## src/transactional_key_value_store_macros.svh

```systemverilog
// Assertion helpers used by the store's top module.
`ifndef TRANSACTIONAL_KEY_VALUE_STORE_MACROS_SVH
`define TRANSACTIONAL_KEY_VALUE_STORE_MACROS_SVH

// Plain property, sampled on clk_i, off during reset.
`define TKVS_ASSERT(lbl, prop, msg) \
  lbl: assert property (@(posedge clk_i) disable iff (!rst_ni) (prop)) else $error(msg);

// Same-cycle implication.
`define TKVS_ASSERT_IMP(lbl, ante, cons, msg) \
  `TKVS_ASSERT(lbl, (ante) |-> (cons), msg)

// Next-cycle implication.
`define TKVS_ASSERT_NXT(lbl, ante, cons, msg) \
  `TKVS_ASSERT(lbl, (ante) |=> (cons), msg)

`endif

```

## src/tkvs_pkg.sv

```systemverilog
package tkvs_pkg;

  localparam int unsigned ENTRIES_DEF  = 16;
  localparam int unsigned KEY_BITS_DEF = 32;
  localparam int unsigned KEY_W        = 32;
  localparam int unsigned VALUE_BITS   = 32;
  localparam int unsigned KIND_BITS    = 3;
  localparam int unsigned STATUS_BITS  = 2;

  typedef enum logic [KIND_BITS-1:0] {
    KIND_GET      = 3'd0,
    KIND_PUT      = 3'd1,
    KIND_BEGIN    = 3'd2,
    KIND_COMMIT   = 3'd3,
    KIND_ROLLBACK = 3'd4
  } tkvs_kind_e;

  typedef enum logic [STATUS_BITS-1:0] {
    STAT_OK     = 2'd0,
    STAT_NO_TXN = 2'd1,
    STAT_IN_TXN = 2'd2,
    STAT_FULL   = 2'd3
  } tkvs_status_e;

  // Search token walking down the chain, one cell per cycle.
  typedef struct packed {
    logic live;
    logic put;
    logic hit;
    logic hit_cv;
    logic free_found;
  } tkvs_tok_t;

  // Broadcast to every cell at once.
  typedef struct packed {
    logic commit;
    logic drop;
    logic wr_new;
  } tkvs_bcast_t;

endpackage

```

## src/transactional_key_value_store.sv

```systemverilog
// Transactional key/value store with ENTRIES slots, built as a chain of
// identical cells, each holding one key with a committed and a staged value.
// Commands arrive as one transaction each (tuser = kind: 0 get, 1 put,
// 2 begin, 3 commit, 4 rollback) and every command returns exactly one
// result transaction. Get, and put inside an open transaction, send a
// search token down the chain, one cell per clock; when it leaves the last
// cell the result goes to the holding register and then to the output
// register, and only then is the next command taken. Begin, commit,
// rollback, a put with no open transaction and unused kinds skip the chain;
// begin, commit and rollback act on all cells at once, and the result goes
// straight to the holding register and then to the output register. The
// chain holds one command at a time. Results sit in an output register, so
// the next command is taken while an earlier result still waits; a second
// finished result then waits in the holding register and the input stays
// closed until the first one leaves. Only the low KEY_BITS bits of the key
// count. No clearing pass is needed after reset: valid flags clear at once.
module transactional_key_value_store #(
  parameter int unsigned ENTRIES  = tkvs_pkg::ENTRIES_DEF,
  parameter int unsigned KEY_BITS = tkvs_pkg::KEY_BITS_DEF
) (
  input  logic                              clk_i,
  input  logic                              rst_ni,
  // command: tdata = key [31:0], value [63:32]; tuser = kind [2:0]
  input  logic                              s_axis_tvalid_i,
  output logic                              s_axis_tready_o,
  input  logic [63:0]                       s_axis_tdata_i,
  input  logic [tkvs_pkg::KIND_BITS-1:0]    s_axis_tuser_i,
  // result: tdata = read_value [31:0]; tuser = found [0], status [2:1]
  output logic                              m_axis_tvalid_o,
  input  logic                              m_axis_tready_i,
  output logic [tkvs_pkg::VALUE_BITS-1:0]   m_axis_tdata_o,
  output logic [tkvs_pkg::STATUS_BITS:0]    m_axis_tuser_o
);
  import tkvs_pkg::*;
  `include "transactional_key_value_store_macros.svh"

  localparam int unsigned IW = $clog2(ENTRIES);

  typedef enum logic [1:0] {
    ST_IDLE,
    ST_WALK,
    ST_DONE
  } state_e;

  state_e                 state_q;
  logic                   in_txn_q;
  logic                   res_found_q;
  logic [VALUE_BITS-1:0]  res_rd_q;
  tkvs_status_e           res_status_q;
  logic                   out_valid_q;
  logic                   out_found_q;
  logic [VALUE_BITS-1:0]  out_rd_q;
  tkvs_status_e           out_status_q;

  tkvs_tok_t              tok_w   [ENTRIES+1];
  logic [KEY_BITS-1:0]    key_w   [ENTRIES+1];
  logic [VALUE_BITS-1:0]  value_w [ENTRIES+1];
  logic [VALUE_BITS-1:0]  rd_w    [ENTRIES+1];
  logic [IW-1:0]          idx_w   [ENTRIES+1];

  tkvs_bcast_t            bc;
  tkvs_kind_e             kind;
  logic                   s_accept, walk_cmd, out_free;
  logic [KEY_BITS-1:0]    key_in;
  tkvs_tok_t              tok_end;

  assign kind            = tkvs_kind_e'(s_axis_tuser_i);
  assign s_axis_tready_o = (state_q == ST_IDLE);
  assign s_accept        = s_axis_tvalid_i & s_axis_tready_o;
  assign out_free        = ~out_valid_q | m_axis_tready_i;

  // key narrowed or widened to the stored key width
  if (KEY_BITS >= KEY_W) begin : g_key_wide
    assign key_in = KEY_BITS'(s_axis_tdata_i[KEY_W-1:0]);
  end else begin : g_key_narrow
    assign key_in = s_axis_tdata_i[KEY_BITS-1:0];
  end

  // get always walks; put walks only inside a transaction
  assign walk_cmd = (kind == KIND_GET) || ((kind == KIND_PUT) && in_txn_q);

  always_comb begin
    tok_w[0]      = '0;
    tok_w[0].live = s_accept & walk_cmd;
    tok_w[0].put  = (kind == KIND_PUT);
  end
  assign key_w[0]   = key_in;
  assign value_w[0] = s_axis_tdata_i[KEY_W +: VALUE_BITS];
  assign rd_w[0]    = '0;
  assign idx_w[0]   = '0;

  assign tok_end = tok_w[ENTRIES];

  // broadcast controls
  always_comb begin
    bc.commit = s_accept & (kind == KIND_COMMIT) & in_txn_q;
    bc.drop   = s_accept & in_txn_q & (kind == KIND_ROLLBACK);
    bc.drop   = bc.drop | (s_accept & ~in_txn_q & (kind == KIND_BEGIN));
    bc.wr_new = tok_end.live & tok_end.put & ~tok_end.hit & tok_end.free_found;
  end

  for (genvar i = 0; i < ENTRIES; i++) begin : g_chain
    tkvs_cell #(
      .KEY_BITS (KEY_BITS),
      .IDX_BITS (IW),
      .CELL_IDX (i)
    ) u_cell (
      .clk_i      (clk_i),
      .rst_ni     (rst_ni),
      .tok_i      (tok_w[i]),
      .key_i      (key_w[i]),
      .value_i    (value_w[i]),
      .rd_i       (rd_w[i]),
      .free_idx_i (idx_w[i]),
      .tok_o      (tok_w[i+1]),
      .key_o      (key_w[i+1]),
      .value_o    (value_w[i+1]),
      .rd_o       (rd_w[i+1]),
      .free_idx_o (idx_w[i+1]),
      .bc_i       (bc),
      .wr_idx_i   (idx_w[ENTRIES]),
      .wr_key_i   (key_w[ENTRIES]),
      .wr_value_i (value_w[ENTRIES])
    );
  end

  always_ff @(posedge clk_i or negedge rst_ni) begin
    if (!rst_ni) begin
      state_q      <= ST_IDLE;
      in_txn_q     <= 1'b0;
      res_found_q  <= 1'b0;
      res_rd_q     <= '0;
      res_status_q <= STAT_OK;
      out_valid_q  <= 1'b0;
      out_found_q  <= 1'b0;
      out_rd_q     <= '0;
      out_status_q <= STAT_OK;
    end else begin
      // ST_DONE reloads the output register itself
      if (out_valid_q && m_axis_tready_i && (state_q != ST_DONE)) out_valid_q <= 1'b0;
      unique case (state_q)
        ST_IDLE: begin
          if (s_accept) begin
            res_found_q  <= 1'b0;
            res_rd_q     <= '0;
            res_status_q <= STAT_OK;
            state_q      <= ST_DONE;
            unique case (kind)
              KIND_GET: begin
                state_q <= ST_WALK;
              end
              KIND_PUT: begin
                if (in_txn_q) state_q <= ST_WALK;
                else res_status_q <= STAT_NO_TXN;
              end
              KIND_BEGIN: begin
                if (in_txn_q) res_status_q <= STAT_IN_TXN;
                else in_txn_q <= 1'b1;
              end
              KIND_COMMIT, KIND_ROLLBACK: begin
                if (in_txn_q) in_txn_q <= 1'b0;
                else res_status_q <= STAT_NO_TXN;
              end
              default: begin
              end
            endcase
          end
        end
        ST_WALK: begin
          if (tok_end.live) begin
            res_found_q  <= ~tok_end.put & tok_end.hit_cv;
            res_rd_q     <= tok_end.put ? '0 : rd_w[ENTRIES];
            res_status_q <= (tok_end.put && !tok_end.hit && !tok_end.free_found)
                            ? STAT_FULL : STAT_OK;
            state_q      <= ST_DONE;
          end
        end
        ST_DONE: begin
          if (out_free) begin
            out_valid_q  <= 1'b1;
            out_found_q  <= res_found_q;
            out_rd_q     <= res_rd_q;
            out_status_q <= res_status_q;
            state_q      <= ST_IDLE;
          end
        end
        default: begin
          state_q <= ST_IDLE;
        end
      endcase
    end
  end

  assign m_axis_tvalid_o = out_valid_q;
  assign m_axis_tdata_o  = out_rd_q;
  assign m_axis_tuser_o  = {out_status_q, out_found_q};

  // token leaves the chain only while a get or put is in flight
  `TKVS_ASSERT_IMP(a_tok_idle, state_q != ST_WALK, !tok_end.live, "token outside walk")
  // begin and rollback drops and new-entry writes never coincide with a commit
  `TKVS_ASSERT_IMP(a_bc_excl, bc.commit, !bc.drop && !bc.wr_new, "broadcast clash")
  // a new entry is placed only when the key was absent everywhere
  `TKVS_ASSERT_IMP(a_new_absent, bc.wr_new, in_txn_q && !tok_end.hit, "bad new entry")
  // transaction flag moves only on an accepted command
  `TKVS_ASSERT_NXT(a_txn_hold, !s_accept, $stable(in_txn_q), "txn flag moved")

endmodule

```

## src/tkvs_cell.sv

```systemverilog
module tkvs_cell #(
  parameter int unsigned KEY_BITS = tkvs_pkg::KEY_BITS_DEF,
  parameter int unsigned IDX_BITS = 4,
  parameter int unsigned CELL_IDX = 0
) (
  input  logic                            clk_i,
  input  logic                            rst_ni,
  input  tkvs_pkg::tkvs_tok_t             tok_i,
  input  logic [KEY_BITS-1:0]             key_i,
  input  logic [tkvs_pkg::VALUE_BITS-1:0] value_i,
  input  logic [tkvs_pkg::VALUE_BITS-1:0] rd_i,
  input  logic [IDX_BITS-1:0]             free_idx_i,
  output tkvs_pkg::tkvs_tok_t             tok_o,
  output logic [KEY_BITS-1:0]             key_o,
  output logic [tkvs_pkg::VALUE_BITS-1:0] value_o,
  output logic [tkvs_pkg::VALUE_BITS-1:0] rd_o,
  output logic [IDX_BITS-1:0]             free_idx_o,
  input  tkvs_pkg::tkvs_bcast_t           bc_i,
  input  logic [IDX_BITS-1:0]             wr_idx_i,
  input  logic [KEY_BITS-1:0]             wr_key_i,
  input  logic [tkvs_pkg::VALUE_BITS-1:0] wr_value_i
);
  import tkvs_pkg::*;

  logic                  cv_q, sv_q;
  logic [KEY_BITS-1:0]   key_q;
  logic [VALUE_BITS-1:0] cval_q, sval_q;
  tkvs_tok_t             tok_q;
  logic [KEY_BITS-1:0]   pkey_q;
  logic [VALUE_BITS-1:0] pval_q, prd_q;
  logic [IDX_BITS-1:0]   pidx_q;

  logic used, match, wr_sel, put_hit, do_commit;

  assign used      = cv_q | sv_q;
  assign match     = tok_i.live & used & (key_q == key_i);
  assign put_hit   = match & tok_i.put;
  assign wr_sel    = bc_i.wr_new & (wr_idx_i == IDX_BITS'(CELL_IDX));
  assign do_commit = bc_i.commit & sv_q;

  always_ff @(posedge clk_i or negedge rst_ni) begin
    if (!rst_ni) begin
      cv_q  <= 1'b0;
      sv_q  <= 1'b0;
      tok_q <= '0;
    end else begin
      priority if (do_commit) begin
        cv_q <= 1'b1;
        sv_q <= 1'b0;
      end else if (bc_i.drop) begin
        sv_q <= 1'b0;
      end else if (wr_sel || put_hit) begin
        sv_q <= 1'b1;
      end else begin
        sv_q <= sv_q;
      end
      tok_q.live       <= tok_i.live;
      tok_q.put        <= tok_i.put;
      tok_q.hit        <= tok_i.hit | match;
      tok_q.hit_cv     <= tok_i.hit_cv | (match & cv_q);
      tok_q.free_found <= tok_i.free_found | ~used;
    end
  end

  // entry payload and pass-through stage
  always_ff @(posedge clk_i) begin
    if (wr_sel) begin
      key_q  <= wr_key_i;
      sval_q <= wr_value_i;
    end else if (put_hit) begin
      sval_q <= value_i;
    end
    if (do_commit) cval_q <= sval_q;
    pkey_q <= key_i;
    pval_q <= value_i;
    prd_q  <= (match & cv_q) ? cval_q : rd_i;
    pidx_q <= tok_i.free_found ? free_idx_i : IDX_BITS'(CELL_IDX);
  end

  assign tok_o      = tok_q;
  assign key_o      = pkey_q;
  assign value_o    = pval_q;
  assign rd_o       = prd_q;
  assign free_idx_o = pidx_q;

endmodule

```

## config.mk

```make
export PLATFORM = sky130hd
export DESIGN_NAME = transactional_key_value_store
export DESIGN_NICKNAME = d
export VERILOG_FILES = /design/src/tkvs_pkg.sv /design/src/transactional_key_value_store.sv /design/src/tkvs_cell.sv
export VERILOG_INCLUDE_DIRS = /design/src /design/src/src
export SDC_FILE = /design/constraint.sdc
export NUM_CORES = 2
export LEC_CHECK = 0
export ABC_AREA = 1
export BUFFER_PORTS_ARGS = -buffer_cell sky130_fd_sc_hd__buf_2
export CORE_ASPECT_RATIO = 1.4
export CORE_MARGIN = 4
export CORE_UTILIZATION = 42
export CTS_CLUSTER_DIAMETER = 80
export CTS_CLUSTER_SIZE = 40
export DETAILED_ROUTE_END_ITERATION = 8
export GPL_TIMING_DRIVEN = 0
export PLACE_DENSITY = 0.67
export SLEW_MARGIN = 5
export SYNTH_ARGS = -nofsm -noshare
export SYNTH_HDL_FRONTEND = slang
export SYNTH_SLANG_ARGS = --single-unit
```

## constraint.sdc

```tcl
create_clock -name clk_i -period 4.5 [get_ports clk_i]
set_input_delay 0.45 -clock clk_i [delete_from_list [all_inputs] [get_ports clk_i]]
set_output_delay 0.45 -clock clk_i [all_outputs]
set_load 0.02 [all_outputs]
```

==> metrics.cfg <==
[clocking]
clkLatencyLatePin_ns = 0.84
cts_root_buf = clkbuf_16
cts_buffers = 114
cts_sinks = 3307
clk_pin_slew_worst_paths_ns = 0.14
htreeDepth = 3
cts_buffer_depth = 3
cts_tree = yes

[global_routing]
grtUsageTotal_pct = 21.1
grt_pass1_vias = 68621
grt_pass1_wl_um = 431000
gr-total-overflow = 0
antenna_found_initial = 25
grt_max_degree = 100

[synth]
syn_inst = 10093
ys_seq_elements = 3307
ys.flop_type = dfxtp_1
synth_edf_count = 1536
ys_warn_count = 0
synthesis.area_um2 = 112000
seq_area_frac_synth_pct = 73.6
syn_avg_cell_area_um2 = 11.1
async_flop_share_pct = 5.62
synth_cell_type_count = 42
syn-num-nets = 10164

[worst_setup_path]
crit_top_cell = inv_2
critPathRequiredTime_ns = 4.95
r2r-end = g_chain[2].u_cell.sval_q[15]
endpoint_kind = flip-flop
r2r_cells = 9
cp_cell_sequence = inv_2, nor2_2, nand3_2, nor3_2, inv_2, nor2_4, inv_2, clkbuf_1, nand2_2
crit_slowest_cell = nor2_4
path_buf_inv = 4
critPathKind = flip-flop to flip-flop
r2r_start = g_chain[15].u_cell.tok_o[3]
critical_path_depth = 9
critical_path_arrival_ns = 3.97
crit_path_max_incr_delay_ns = 0.66
setup.worst_path.start_class = flip-flop
path_max_fanout = 32
critical-path-top-delay-family = simple AND/OR/NAND/NOR gates
r2r_slack_ns = 0.98

[timing]
timing.slew.headroom_pct = 5.92
rsz0062_at_grt = no
slew_viol_final = 0
final.setup.tns_ns = 0
fmax_ghz = 0.284
period_share_pct = 78.2
setup_viol = 0
fin_crit_ns = 3.52
fin_skew_ns = 0.0597
finalHoldViolCount = 0
max_slew.worst_pin.slew_ns = 1.41

[die]
die_area_um2 = 276000
core_um2 = 266000
ioPinCount = 108
start_util_pct = 42.2
fp.dieW_um = 445
die-height_um = 619
core.rowCount = 224

[placed_design]
place_congestion = 0.946
dp_hpwl_um = 235000
portBuffers = 107

[detailed_routing]
drcViolationCount = 0
vias_per_cell = 4.83
routedWlPerCell_um = 21.0
routed_wl_um = 295000
drtAntennaViolNets = 0
vias = 67902
drtPass1Iterations = 8
drtIter0Drc = 5044

[power_and_ir_drop]
ir_worst_vdd_mv = 0.404
leakagePower_nw = 52.5
powerDensity_nw_per_um2 = 402

[min_path]
min_path_type = input port to async pin

[finish]
final_util_pct = 46.4
final_layout_size_suffix_gt1_share_pct = 7.90
area_growth_pct = 9.93
fin_nets = 10498

[run_status]
status = completed

[flow_run]
max_cap_violations = 0

-- cells in the final DEF, fill, tap and decap left out, types with 12 or more instances in the layout --
cell / instances
buf_12: 27
nand3b_1: 14
nor2_1: 539
dfrtp_1: 186
a21o_1: 15
clkbuf_16: 121
inv_1: 1058
o21ai_1: 76
dlygate4sd3_1: 72
nand3_2: 12
nand3_1: 129
dfxtp_2: 20
nand2_2: 21
or2_2: 85
clkbuf_1: 165
buf_2: 278
nand4_1: 559
nand2_1: 3030
diode_2: 14
nor3_1: 31
nor2_4: 43
edfxtp_1: 1536
buf_6: 33
xor2_1: 20
o21ai_0: 596
xnor2_1: 63
dfxtp_1: 1565
nor2_2: 48
inv_2: 36
-- worst max-delay path by stage --
| stage | slack (ns) | start | to |
|---|---|---|---|
| floorplan | 0.84 | g_chain[15].u_cell.tok_o[2] | g_chain[1].u_cell.sval_q[0] |
| global placement | -1.74 | g_chain[15].u_cell.tok_o[3] | g_chain[1].u_cell.sval_q[19] |
| detailed placement | 0.48 | s_axis_tuser_i[2] | g_chain[0].u_cell.sval_q[16] |
| CTS | 0.60 | g_chain[15].u_cell.tok_o[3] | g_chain[2].u_cell.sval_q[15] |
| global route | 0.90 | g_chain[15].u_cell.tok_o[3] | g_chain[2].u_cell.sval_q[16] |
| finish | 0.98 | g_chain[15].u_cell.tok_o[3] | g_chain[2].u_cell.sval_q[15] |
-- synth_stat cells, types with 2 or more instances --
master	number	share of area, %
a21oi_1	6	0.027
o21ai_0	596	2.7
nor2_1	558	1.9
buf_2	172	0.77
clkbuf_1	142	0.48
or2_2	85	0.47
a21boi_0	9	0.060
dfxtp_1	1585	28
edfxtp_1	1536	41
nand3_2	12	0.11
buf_4	4	0.027
inv_2	36	0.12
nor2_4	11	0.11
nand2_2	5	0.028
nor3b_1	9	0.060
nor3_2	7	0.062
xnor2_1	63	0.49
inv_1	1058	3.5
and2_1	3	0.017
buf_6	32	0.32
clkbuf_2	7	0.031
a21o_1	15	0.10
nand3_4	2	0.031
nand2_1	3046	10
a22oi_1	2	0.013
nor2_2	61	0.34
nand3_1	129	0.58
buf_1	2	0.0067
nor3_1	32	0.14
xor2_1	20	0.16
o21ai_1	76	0.34
dfrtp_1	186	4.1
nand3b_1	14	0.094
o22ai_1	5	0.028
nand4_1	559	3.1
o2111ai_1	2	0.016
-- registers in the layout, summed over array words and instances (netlist names), 2 cells and up --
name and count:
res_rd_q 32, g_chain.u_cell.cv_q 16, g_chain.u_cell.sval_q 512, out_status_q 2, g_chain.u_cell.sv_q 16, g_chain.u_cell.key_q 512, g_chain.u_cell.rd_o 512, g_chain.u_cell.key_o 512
m_axis_tdata_o 32, g_chain.u_cell.cval_q 512, g_chain.u_cell.tok_o 80, res_status_q 2, state_q 2, g_chain.u_cell.free_idx_o 49, g_chain.u_cell.value_o 512
-- routing by layer --
layer	part of all wire [%]	GRT usage (%)	wire length [um]
met1	38	23.7	111000
met3	3.9	1.93	11600
met4	6.0	11.1	17800
met5	0	0	0
met2	52	39.5	154000
-- final cells by class --
| class | count | area, um2 |
|---|---|---|
| multi-input combinational | 5333 | 24000 |
| tap | 3503 | 4380 |
| fill | 23923 | 143000 |
| clock inverter | 68 | 1140 |
| timing repair buffer | 218 | 2120 |
| sequential | 3307 | 82500 |
| antenna | 14 | 35.0 |
| clock buffer | 150 | 3190 |
| buffer | 359 | 1830 |
| inverter | 1094 | 4110 |
-- stage by stage --
step	worst slack, ns	area, um2	hold WS, ns	std cells	total power (W)
3_3_place_gp	-1.74	117000	0.335	13703	0.0349
5_1_grt	0.902	123000	0.224	14033	0.0512
3_5_place_dp	0.483	118000	0.242	13742	0.0350
4_1_cts	0.600	123000	0.194	14032	0.0499
2_1_floorplan	0.843	112000	0.154	10093	0.0338
6_report	0.982	123000	0.178	14046	0.0496
-- report_power, final --
part,internal (W),total [W],switching [W]
clock network,0.00573,0.0152,0.00950
registers,0.0319,0.0326,0.000621
logic,0.000527,0.00178,0.00125
-- tightest hold or removal path: stages --
cell and delay [ns]:
dlygate4sd3_1 0.56, buf_8 0.12, buf_16 0.31
-- cells by family (layout without fill, tap and decap cells) --
group,Yosys count,in the layout,share of synthesized area [%]
buffers and inverters,1453,1889,5.29
flip-flops,3307,3307,73.6
AND/OR/NAND/NOR,4537,4537,17.2
AO/OA/AOI/OAI,713,713,3.26
XOR/XNOR,83,83,0.648
other,0,14,0
-- repair_timing --
action                                 in CTS  in global routing
buffers inserted                            0                  0
resized for setup                           0                  0
endpoints found under the hold margin     187                  0
hold buffers                               72                  0
(Power assumes the default switching activity.)
